## config.mk

```make
export PLATFORM = sky130hd
export DESIGN_NAME = can_receive_mailbox_table
export DESIGN_NICKNAME = d
export VERILOG_FILES = /design/src/hw/rtl/crmt_pkg.sv /design/src/hw/rtl/crmt_front.sv /design/src/hw/rtl/crmt_back.sv /design/src/hw/rtl/can_receive_mailbox_table.sv
export SDC_FILE = /design/constraint.sdc
export NUM_CORES = 2
export LEC_CHECK = 0
export BUFFER_PORTS_ARGS = -buffer_cell sky130_fd_sc_hd__buf_2
export CAP_MARGIN = 20
export CORE_MARGIN = 3
export CORE_UTILIZATION = 25
export CTS_CLUSTER_SIZE = 16
export DETAILED_ROUTE_END_ITERATION = 16
export GPL_TIMING_DRIVEN = 0
export SKIP_LAST_GASP = 1
export SYNTH_ARGS = -nofsm -noshare
export SYNTH_HDL_FRONTEND = slang
export SYNTH_SLANG_ARGS = --single-unit
```

## constraint.sdc

```tcl
create_clock -name clk_i -period 14 [get_ports clk_i]
set_input_delay 2.8 -clock clk_i [delete_from_list [all_inputs] [get_ports clk_i]]
set_output_delay 2.8 -clock clk_i [all_outputs]
set_load 0.02 [all_outputs]
```

## src/hw/rtl/crmt_pkg.sv

```systemverilog
// ----------------------------------------------------------------------------
// crmt_pkg
// Types and codes shared by the receive mailbox table front and back ends.
// ----------------------------------------------------------------------------
package crmt_pkg;

  localparam int unsigned IdW      = 29;
  localparam int unsigned LenW     = 4;
  localparam int unsigned DataW    = 64;
  localparam int unsigned SlotIdxW = 4;
  localparam int unsigned MaxLen   = 8;
  localparam int unsigned QDepth   = 2;

  typedef enum logic [1:0] {
    OP_ASSIGN = 2'd0,
    OP_FRAME  = 2'd1,
    OP_READ   = 2'd2,
    OP_NONE   = 2'd3
  } op_e;

  localparam logic [1:0] ST_OK   = 2'd0;
  localparam logic [1:0] ST_NONE = 2'd1;
  localparam logic [1:0] ST_FULL = 2'd2;

  typedef enum logic [1:0] {
    S_IDLE = 2'd0,
    S_SCAN = 2'd1,
    S_RESP = 2'd2
  } state_e;

  typedef struct packed {
    op_e              op;
    logic             bus;
    logic [IdW-1:0]   id;
    logic             ext;
    logic             rtr;
    logic [LenW-1:0]  len;
    logic [DataW-1:0] data;
  } cmd_t;

  typedef struct packed {
    logic [1:0]          status;
    logic [SlotIdxW-1:0] slot_index;
    logic                channel;
    logic [LenW-1:0]     length;
    logic                remote;
    logic [DataW-1:0]    payload;
  } res_t;

  typedef struct packed {
    logic [IdW-1:0]   ident;
    logic             ext;
    logic             full;
    logic             bus;
    logic [LenW-1:0]  len;
    logic             rtr;
    logic [DataW-1:0] bytes;
  } ent_t;

endpackage

```

## src/hw/rtl/crmt_front.sv

```systemverilog
// ----------------------------------------------------------------------------
// crmt_front
// Accepts requests, decodes the type, saturates the length, clears bytes
// beyond the length and holds the request in a two-entry queue.
// ----------------------------------------------------------------------------
module crmt_front (
  input  logic                        clk_i,
  input  logic                        rst_ni,
  input  logic                        push_i,
  output logic                        full_o,
  input  logic [1:0]                  req_type_i,
  input  logic                        bus_i,
  input  logic [crmt_pkg::IdW-1:0]    can_id_i,
  input  logic                        id_extended_i,
  input  logic                        remote_in_i,
  input  logic [crmt_pkg::LenW-1:0]   length_in_i,
  input  logic [crmt_pkg::DataW-1:0]  payload_in_i,
  output logic                        cmd_vld_o,
  output crmt_pkg::cmd_t              cmd_o,
  input  logic                        cmd_take_i
);
  import crmt_pkg::*;

  cmd_t            q_mem_q [QDepth];
  logic            wr_ptr_q, wr_ptr_d;
  logic            rd_ptr_q, rd_ptr_d;
  logic [1:0]      cnt_q, cnt_d;
  logic            push_ok;
  logic [LenW-1:0] len_sat;
  logic [DataW-1:0] data_msk;
  cmd_t            cmd_new;

  // length saturation and byte masking
  always_comb begin
    if (length_in_i > LenW'(MaxLen)) begin
      len_sat = LenW'(MaxLen);
    end else begin
      len_sat = length_in_i;
    end
    for (int b = 0; b < 8; b++) begin
      if (LenW'(b) < len_sat) begin
        data_msk[b*8 +: 8] = payload_in_i[b*8 +: 8];
      end else begin
        data_msk[b*8 +: 8] = 8'h00;
      end
    end
  end

  always_comb begin
    cmd_new.op   = op_e'(req_type_i);
    cmd_new.bus  = bus_i;
    cmd_new.id   = can_id_i;
    cmd_new.ext  = id_extended_i;
    cmd_new.rtr  = remote_in_i;
    cmd_new.len  = len_sat;
    cmd_new.data = data_msk;
  end

  assign full_o    = (cnt_q == 2'(QDepth));
  assign push_ok   = push_i && !full_o;
  assign cmd_vld_o = (cnt_q != 2'd0);
  assign cmd_o     = q_mem_q[rd_ptr_q];

  always_comb begin
    wr_ptr_d = wr_ptr_q ^ push_ok;
    rd_ptr_d = rd_ptr_q ^ cmd_take_i;
    cnt_d    = cnt_q + 2'(push_ok) - 2'(cmd_take_i);
  end

  always_ff @(posedge clk_i or negedge rst_ni) begin
    if (!rst_ni) begin
      wr_ptr_q <= 1'b0;
      rd_ptr_q <= 1'b0;
      cnt_q    <= 2'd0;
    end else begin
      wr_ptr_q <= wr_ptr_d;
      rd_ptr_q <= rd_ptr_d;
      cnt_q    <= cnt_d;
    end
  end

  always_ff @(posedge clk_i) begin
    if (push_ok) begin
      q_mem_q[wr_ptr_q] <= cmd_new;
    end
  end

endmodule

```

## src/hw/rtl/crmt_back.sv

```systemverilog
// ----------------------------------------------------------------------------
// crmt_back
// Executes requests against the slot memory: binds slots, scans for the
// first matching slot one entry per cycle and holds the result register.
// ----------------------------------------------------------------------------
module crmt_back #(
  parameter int unsigned SLOTS = 16
) (
  input  logic                        clk_i,
  input  logic                        rst_ni,
  input  logic                        cmd_vld_i,
  input  crmt_pkg::cmd_t              cmd_i,
  output logic                        cmd_take_o,
  output logic                        empty_o,
  input  logic                        pop_i,
  output crmt_pkg::res_t              res_o
);
  import crmt_pkg::*;

  localparam int unsigned CW = $clog2(SLOTS + 1);
  localparam int unsigned IW = (SLOTS > 1) ? $clog2(SLOTS) : 1;

  ent_t            mem_q [SLOTS];
  ent_t            rdata_q;
  state_e          state_q, state_d;
  cmd_t            cmd_q, cmd_d;
  res_t            res_q, res_d;
  res_t            out_q;
  logic            out_vld_q;
  logic [CW-1:0]   count_q, count_d;
  logic [CW-1:0]   scan_q, scan_d;
  logic            chk_q, chk_d;
  logic [IW-1:0]   chk_idx_q, chk_idx_d;
  logic            we, rd_en;
  logic [IW-1:0]   waddr, raddr;
  ent_t            wdata;
  logic            hit, scan_end, out_free, tab_full;

  function automatic logic [SlotIdxW-1:0] slot_idx(input logic [IW-1:0] i);
    logic [IW+SlotIdxW-1:0] w;
    w = {{SlotIdxW{1'b0}}, i};
    return w[SlotIdxW-1:0];
  endfunction

  assign hit = chk_q && (rdata_q.ident == cmd_q.id) && (rdata_q.ext == cmd_q.ext)
               && (rdata_q.full == (cmd_q.op == OP_READ));
  assign scan_end = (scan_q >= count_q);
  assign out_free = !out_vld_q || pop_i;
  assign tab_full = (count_q == CW'(SLOTS));

  // next state
  always_comb begin
    state_d = state_q;
    unique case (state_q)
      S_IDLE: begin
        if (cmd_vld_i) begin
          if (cmd_i.op == OP_FRAME || cmd_i.op == OP_READ) begin
            state_d = S_SCAN;
          end else begin
            state_d = S_RESP;
          end
        end
      end
      S_SCAN: begin
        if (hit || scan_end) begin
          state_d = S_RESP;
        end
      end
      S_RESP: begin
        if (out_free) begin
          state_d = S_IDLE;
        end
      end
      default: state_d = S_IDLE;
    endcase
  end

  // datapath control
  always_comb begin
    cmd_take_o = 1'b0;
    cmd_d      = cmd_q;
    res_d      = res_q;
    count_d    = count_q;
    scan_d     = scan_q;
    chk_d      = chk_q;
    chk_idx_d  = chk_idx_q;
    we         = 1'b0;
    waddr      = chk_idx_q;
    wdata      = rdata_q;
    rd_en      = 1'b0;
    raddr      = scan_q[IW-1:0];
    unique case (state_q)
      S_IDLE: begin
        if (cmd_vld_i) begin
          cmd_take_o   = 1'b1;
          cmd_d        = cmd_i;
          scan_d       = '0;
          chk_d        = 1'b0;
          res_d        = '0;
          res_d.status = ST_NONE;
          if (cmd_i.op == OP_ASSIGN) begin
            if (tab_full) begin
              res_d.status = ST_FULL;
            end else begin
              we               = 1'b1;
              waddr            = count_q[IW-1:0];
              wdata            = '0;
              wdata.ident      = cmd_i.id;
              wdata.ext        = cmd_i.ext;
              res_d.status     = ST_OK;
              res_d.slot_index = slot_idx(count_q[IW-1:0]);
              count_d          = count_q + CW'(1);
            end
          end
        end
      end
      S_SCAN: begin
        if (hit) begin
          we               = 1'b1;
          waddr            = chk_idx_q;
          res_d.status     = ST_OK;
          res_d.slot_index = slot_idx(chk_idx_q);
          if (cmd_q.op == OP_READ) begin
            res_d.channel = rdata_q.bus;
            res_d.length  = rdata_q.len;
            res_d.remote  = rdata_q.rtr;
            res_d.payload = rdata_q.bytes;
            wdata.full    = 1'b0;
            wdata.bytes   = '0;
          end else begin
            wdata.full  = 1'b1;
            wdata.bus   = cmd_q.bus;
            wdata.len   = cmd_q.len;
            wdata.rtr   = cmd_q.rtr;
            wdata.bytes = cmd_q.data;
          end
        end else if (!scan_end) begin
          rd_en     = 1'b1;
          chk_d     = 1'b1;
          chk_idx_d = scan_q[IW-1:0];
          scan_d    = scan_q + CW'(1);
        end
      end
      S_RESP: begin
        chk_d = 1'b0;
      end
      default: begin
        chk_d = 1'b0;
      end
    endcase
  end

  always_ff @(posedge clk_i or negedge rst_ni) begin
    if (!rst_ni) begin
      state_q   <= S_IDLE;
      count_q   <= '0;
      scan_q    <= '0;
      chk_q     <= 1'b0;
      out_vld_q <= 1'b0;
    end else begin
      state_q <= state_d;
      count_q <= count_d;
      scan_q  <= scan_d;
      chk_q   <= chk_d;
      if (state_q == S_RESP && out_free) begin
        out_vld_q <= 1'b1;
      end else if (pop_i) begin
        out_vld_q <= 1'b0;
      end
    end
  end

  always_ff @(posedge clk_i) begin
    cmd_q     <= cmd_d;
    res_q     <= res_d;
    chk_idx_q <= chk_idx_d;
    if (state_q == S_RESP && out_free) begin
      out_q <= res_q;
    end
  end

  // slot memory
  always_ff @(posedge clk_i) begin
    if (we) begin
      mem_q[waddr] <= wdata;
    end
  end

  always_ff @(posedge clk_i) begin
    if (rd_en) begin
      rdata_q <= mem_q[raddr];
    end
  end

  assign empty_o = !out_vld_q;
  assign res_o   = out_q;

`ifndef NO_ASSERTIONS
  a_count_bound: assert property (@(posedge clk_i) disable iff (!rst_ni)
    count_q <= CW'(SLOTS))
    else $error("bound slot count exceeds table size");

  a_chk_bound: assert property (@(posedge clk_i) disable iff (!rst_ni)
    chk_q |-> ((CW+1)'(chk_idx_q) < (CW+1)'(count_q)))
    else $error("compare of an unbound slot");

  a_count_step: assert property (@(posedge clk_i) disable iff (!rst_ni)
    (count_q != $past(count_q)) |->
      ($past(state_q) == S_IDLE && $past(cmd_take_o) && $past(cmd_i.op) == OP_ASSIGN))
    else $error("slot count changed without an assign request");

  a_full_status: assert property (@(posedge clk_i) disable iff (!rst_ni)
    (state_q == S_RESP && res_q.status == ST_FULL) |-> tab_full)
    else $error("table full reported with free slots");
`endif

endmodule

```

## src/hw/rtl/can_receive_mailbox_table.sv

```systemverilog
// ----------------------------------------------------------------------------
// can_receive_mailbox_table
// Table of CAN receive mailboxes with assign, store and read-by-id requests.
// ----------------------------------------------------------------------------
// Each request gives exactly one result. A frame or read request scans
// the bound slots in order, one slot per cycle out of a single-port slot
// memory. A two-entry request queue and a result register let both sides
// stall on their own; requests are executed one at a time.
module can_receive_mailbox_table #(
  parameter int unsigned SLOTS = 16
) (
  input  logic                        clk_i,
  input  logic                        rst_ni,
  input  logic                        push,
  output logic                        full,
  input  logic [1:0]                  req_type_i,
  input  logic                        bus_i,
  input  logic [crmt_pkg::IdW-1:0]    can_id_i,
  input  logic                        id_extended_i,
  input  logic                        remote_in_i,
  input  logic [crmt_pkg::LenW-1:0]   length_in_i,
  input  logic [crmt_pkg::DataW-1:0]  payload_in_i,
  output logic                        empty,
  input  logic                        pop,
  output logic [1:0]                  status_o,
  output logic [crmt_pkg::SlotIdxW-1:0] slot_index_o,
  output logic                        out_channel_o,
  output logic [crmt_pkg::LenW-1:0]   out_length_o,
  output logic                        out_remote_o,
  output logic [crmt_pkg::DataW-1:0]  out_payload_o
);
  import crmt_pkg::*;

  cmd_t cmd;
  logic cmd_vld;
  logic cmd_take;
  res_t res;

  crmt_front u_front (
    .clk_i         (clk_i),
    .rst_ni        (rst_ni),
    .push_i        (push),
    .full_o        (full),
    .req_type_i    (req_type_i),
    .bus_i         (bus_i),
    .can_id_i      (can_id_i),
    .id_extended_i (id_extended_i),
    .remote_in_i   (remote_in_i),
    .length_in_i   (length_in_i),
    .payload_in_i  (payload_in_i),
    .cmd_vld_o     (cmd_vld),
    .cmd_o         (cmd),
    .cmd_take_i    (cmd_take)
  );

  crmt_back #(
    .SLOTS (SLOTS)
  ) u_back (
    .clk_i      (clk_i),
    .rst_ni     (rst_ni),
    .cmd_vld_i  (cmd_vld),
    .cmd_i      (cmd),
    .cmd_take_o (cmd_take),
    .empty_o    (empty),
    .pop_i      (pop),
    .res_o      (res)
  );

  assign status_o      = res.status;
  assign slot_index_o  = res.slot_index;
  assign out_channel_o = res.channel;
  assign out_length_o  = res.length;
  assign out_remote_o  = res.remote;
  assign out_payload_o = res.payload;

endmodule

```

==> metrics.md <==
| Metric | Value |
|---|---|
| HP Class | `flop to flop` |
| Area of the multi-input gates | `16,900 µm²` |
| Global-route wire length before repair | `332,000 µm` |
| Final weighted congestion in routability-driven placement | `0.805` |
| Worst hold margin | `0.405 ns` |
| Worst Path Max Fanout | `10` |
| Postcts setup bufs | `0` |
| Via count | `43,100` |
| Utilization after layout | `0.300` |
| Crit. End Element | `flop` |
| Worst Tran Pin Value | `1.13 ns` |
| Die height | `584 µm` |
| Layout Nets | `4,876` |
| Pwr per Cell Area | `190 nW/µm²` |
| Unique masters post-synth | `54` |
| Fin crit period | `6.99 ns` |
| I/O pin total | `184` |
| Dpl cells | `8,905` |
| Register area | `65,900 µm²` |
| Main combinational cell family by area after synthesis | `multiplexers` |
| Mean Syn Cell Area | `19.9 µm²` |
| Chip Width | `584 µm` |
| Final Hold Fails | `0` |
| Placed inst area | `93,100 µm²` |
| Mux contribution to synthesized area | `0.123` |
| Post-Syn Area | `83,500 µm²` |
| Worst Setup EP | `u_back.mem_q[4][31]$_DFFE_PP_` |
| Switch Pwr | `5.58 mW` |
| Unrepaired setup endpoints after global routing | `no` |
| Final instance area | `99,500 µm²` |
| Area growth, synth to finish | `19.1%` |
| Yosys top cell by area | `edfxtp_1` |
| YS warnings | `0` |
| Post-Synth XOR/XNOR Area | `0.00398` |
| DRT iter0 DRCs | `4,936` |
| End of the worst register-to-register path | `u_back.mem_q[4][31]$_DFFE_PP_` |
| Inserted Clock Buffers | `209` |
| Placeable Area | `332,000 µm²` |
| Via density per instance | `4.64` |
| Seq/Total Area, Yosys | `0.789` |
| Initial Util | `0.252` |
| Cell Count, Final, Fillers Out | `9,286` |
| Share of cells above drive strength 1 | `0.232` |
| Die ar. | `341,000 µm²` |
| Post-synthesis adder-cell area fraction | `0.00195` |
| Worst-path cell chain | `clkbuf_2 > clkbuf_2 > mux2i_1 > ha_1 > inv_1 > nor4b_2 > clkbuf_1 > a31oi_1 > nor3_2 > buf_6 > buf_6 > buf_4 > buf_6 > buf_6` |
| Critical path startpoint | `u_front.rd_ptr_q$_DFF_PN0_` |
| Pint | `13.3 mW` |
| Worst r2r path cells | `14` |
| Synth top cells by count | `2,179 x edfxtp_1, 309 x mux2i_1, 232 x mux2_2` |
| Routed WL | `238,000 µm` |
| Max Buffers Root-to-Sink | `4` |
| Slew HR | `0.248` |
| Clk network pwr share | `0.285` |
| Clk_lat worst skew | `0.88 ns` |
| Initial antenna violation count | `15` |
| Power share of the sequential group | `0.497` |
| Largest cells by area after synthesis | `edfxtp_1 78%, mux4_2 5.4%, mux2i_1 3.7%` |
| CTS hold repair buffers | `0` |
| Reg-to-Reg Start | `u_front.rd_ptr_q$_DFF_PN0_` |
| Synth Register Bits | `2,197` |
| Setup violations, final | `0` |
| Post-synth top area share | `0.783` |
| Status | `finished clean` |
| Syn nets | `4,311` |
| Total clock sinks | `2,197` |
| Most used cell, CP | `buf_6` |
| P_leak | `31.1 nW` |
| CP arrival | `7.52 ns` |
| Fin crit share | `0.499` |
| Max-slew violations | `0` |
| Post-CTS sizing | `0` |
| Skew final | `0.0721 ns` |
| TritonCTS clock tree | `built` |
| Worst vdd ir | `0.132 mV` |
| Max-cap viol count | `0` |
| Reg-to-reg slack, setup | `7.01 ns` |
| Critical path class | `flop to flop` |
| Clock input transition at the sequential cells of the worst setup and hold paths | `0.06 ns` |
| Largest net degree at the start of global routing | `56` |
| H-tree levels | `4` |
| Count leader, synth | `edfxtp_1` |
| Post-Syn Instances | `4,192` |
| Routed WL per cell | `25.6 µm` |
| Main flop type after synthesis | `edfxtp_1` |
| Root Buffer | `clkbuf_16` |
| Synthesized-area fraction occupied by and/or/nand/nor cells | `0.0220` |
| Number of core rows | `211` |
| Post-DRT Antenna Nets | `0` |
| Sw Ratio | `0.295` |
| DRT Pass-1 Iters | `6` |
| # DRC | `0` |
| Comb pwr share | `0.218` |
| Compound-cell area share of the yosys netlist | `0.0489` |
| CP Launch Type | `flop` |
| Setup tns final | `0 ns` |
| Detailed Place HPWL | `163,000 µm` |
| Filler cells | `32,000` |
| Highest clock rate | `143 MHz` |
| Vias in the first global route | `43,600` |
| GR Util All Layers | `0.135` |
| I/O Buffers | `181` |
| CP max stage cell | `nor3_2` |
| CP max stage delay | `0.83 ns` |
| Async SR Flop Fraction | `0.00819` |
| Congestion Overflow GR | `0` |
| Number of enable flip-flop cells after synthesis | `2,179` |
| CP required | `14.53 ns` |
==> layout make-up <==
cell class	count	area share
timing repair buffer	354	0.0398
antenna	7	0.000176
sequential	2197	0.662
multi-input combinational	1762	0.169
clock buffer	263	0.0553
clock inverter	104	0.00861
buffer	215	0.00921
tap	4366	0.0549
inverter	18	0.000729
==> cells by family after synthesis <==
| group | count (synthesis) |
|---|---|
| compound gates | 621 |
| xor+xnor | 38 |
| fa+ha+maj | 13 |
| buf+inv | 233 |
| flops | 2197 |
| mux | 743 |
| simple gates | 347 |
==> critical path: cells and delay by family (launching register included) <==
kind	cells	cell delay, ns
AOI/OAI and AO/OA	1	0.44
muxes	1	0.35
DFF	1	0.54
adders and majority gates	1	0.47
and+or+nand+nor	2	1.52
buffers and inverters	9	3.30
==> cells in the final DEF, fill, tap and decap left out, types with 59 or more instances in the layout <==
master / Yosys / layout
edfxtp_1: 2179 / 2179
mux2i_1: 309 / 309
mux2_2: 232 / 232
o21ai_0: 210 / 210
clkbuf_16: 0 / 210
buf_2: 21 / 202
mux4_2: 202 / 202
clkbuf_1: 152 / 197
nand2_1: 122 / 122
a21oi_1: 106 / 105
a221oi_1: 101 / 101
a22oi_1: 101 / 101
and2_1: 79 / 79
a22o_1: 69 / 69
nor2b_1: 66 / 64
buf_12: 1 / 59
==> metal layers <==
metal  track usage  vias to the layer above  routed length, µm
li1              -                    18200                  -
met1         0.163                    22700              90200
met5             0                        -                 51
met2         0.241                     1787             122000
met4        0.0563                        8              10600
met3        0.0198                      399              15100
==> flip-flops by register name, summed over array words and instances, names as in the netlist <==
register / cells
u_front.wr_ptr_q: 1
u_back.cmd_q: 102
u_back.out_vld_q: 1
u_back.mem_q: 1616
u_back.scan_q: 5
u_back.count_q: 5
u_back.res_q: 76
u_back.chk_idx_q: 4
u_back.rdata_q: 101
u_back.res_o: 76
u_front.q_mem_q: 204
u_back.chk_q: 1
u_back.state_q: 2
u_front.rd_ptr_q: 1
u_front.cnt_q: 2
==> worst min path at each step <==
stage | from | endpoint | cells past startpoint
6_report | u_back.res_q[52]$_SDFFCE_PN0P_ | u_back.res_o[52]$_DFFE_PP_ | 0
3_5_place_dp | u_back.res_q[17]$_SDFFCE_PN0P_ | u_back.res_o[17]$_DFFE_PP_ | 0
3_3_place_gp | u_back.res_q[28]$_SDFFCE_PN0P_ | u_back.res_o[28]$_DFFE_PP_ | 0
2_1_floorplan | u_back.res_q[0]$_SDFFCE_PN0P_ | u_back.res_o[0]$_DFFE_PP_ | 0
5_1_grt | u_back.res_q[17]$_SDFFCE_PN0P_ | u_back.res_o[17]$_DFFE_PP_ | 0
4_1_cts | u_back.res_q[52]$_SDFFCE_PN0P_ | u_back.res_o[52]$_DFFE_PP_ | 0
==> metrics by stage <==
stage	setup WS, ns	total power, mW
after CTS	7.06	19.1
after floorplan	3.77	11.7
after global routing	6.98	19.5
final	7.01	18.9
after global placement	-8.81	13.5
after detailed placement	7.17	13.7
==> power groups by stage <==
stage	clock, mW	combinational [mW]	sequential (mW)
finish	5.40	4.12	9.40
global route	5.74	4.35	9.46
CTS	5.49	4.16	9.41
detailed placement	0	4.15	9.55
global placement	0	3.70	9.81
floorplan	0	2.18	9.50
Power figures use the tool's default switching activity.
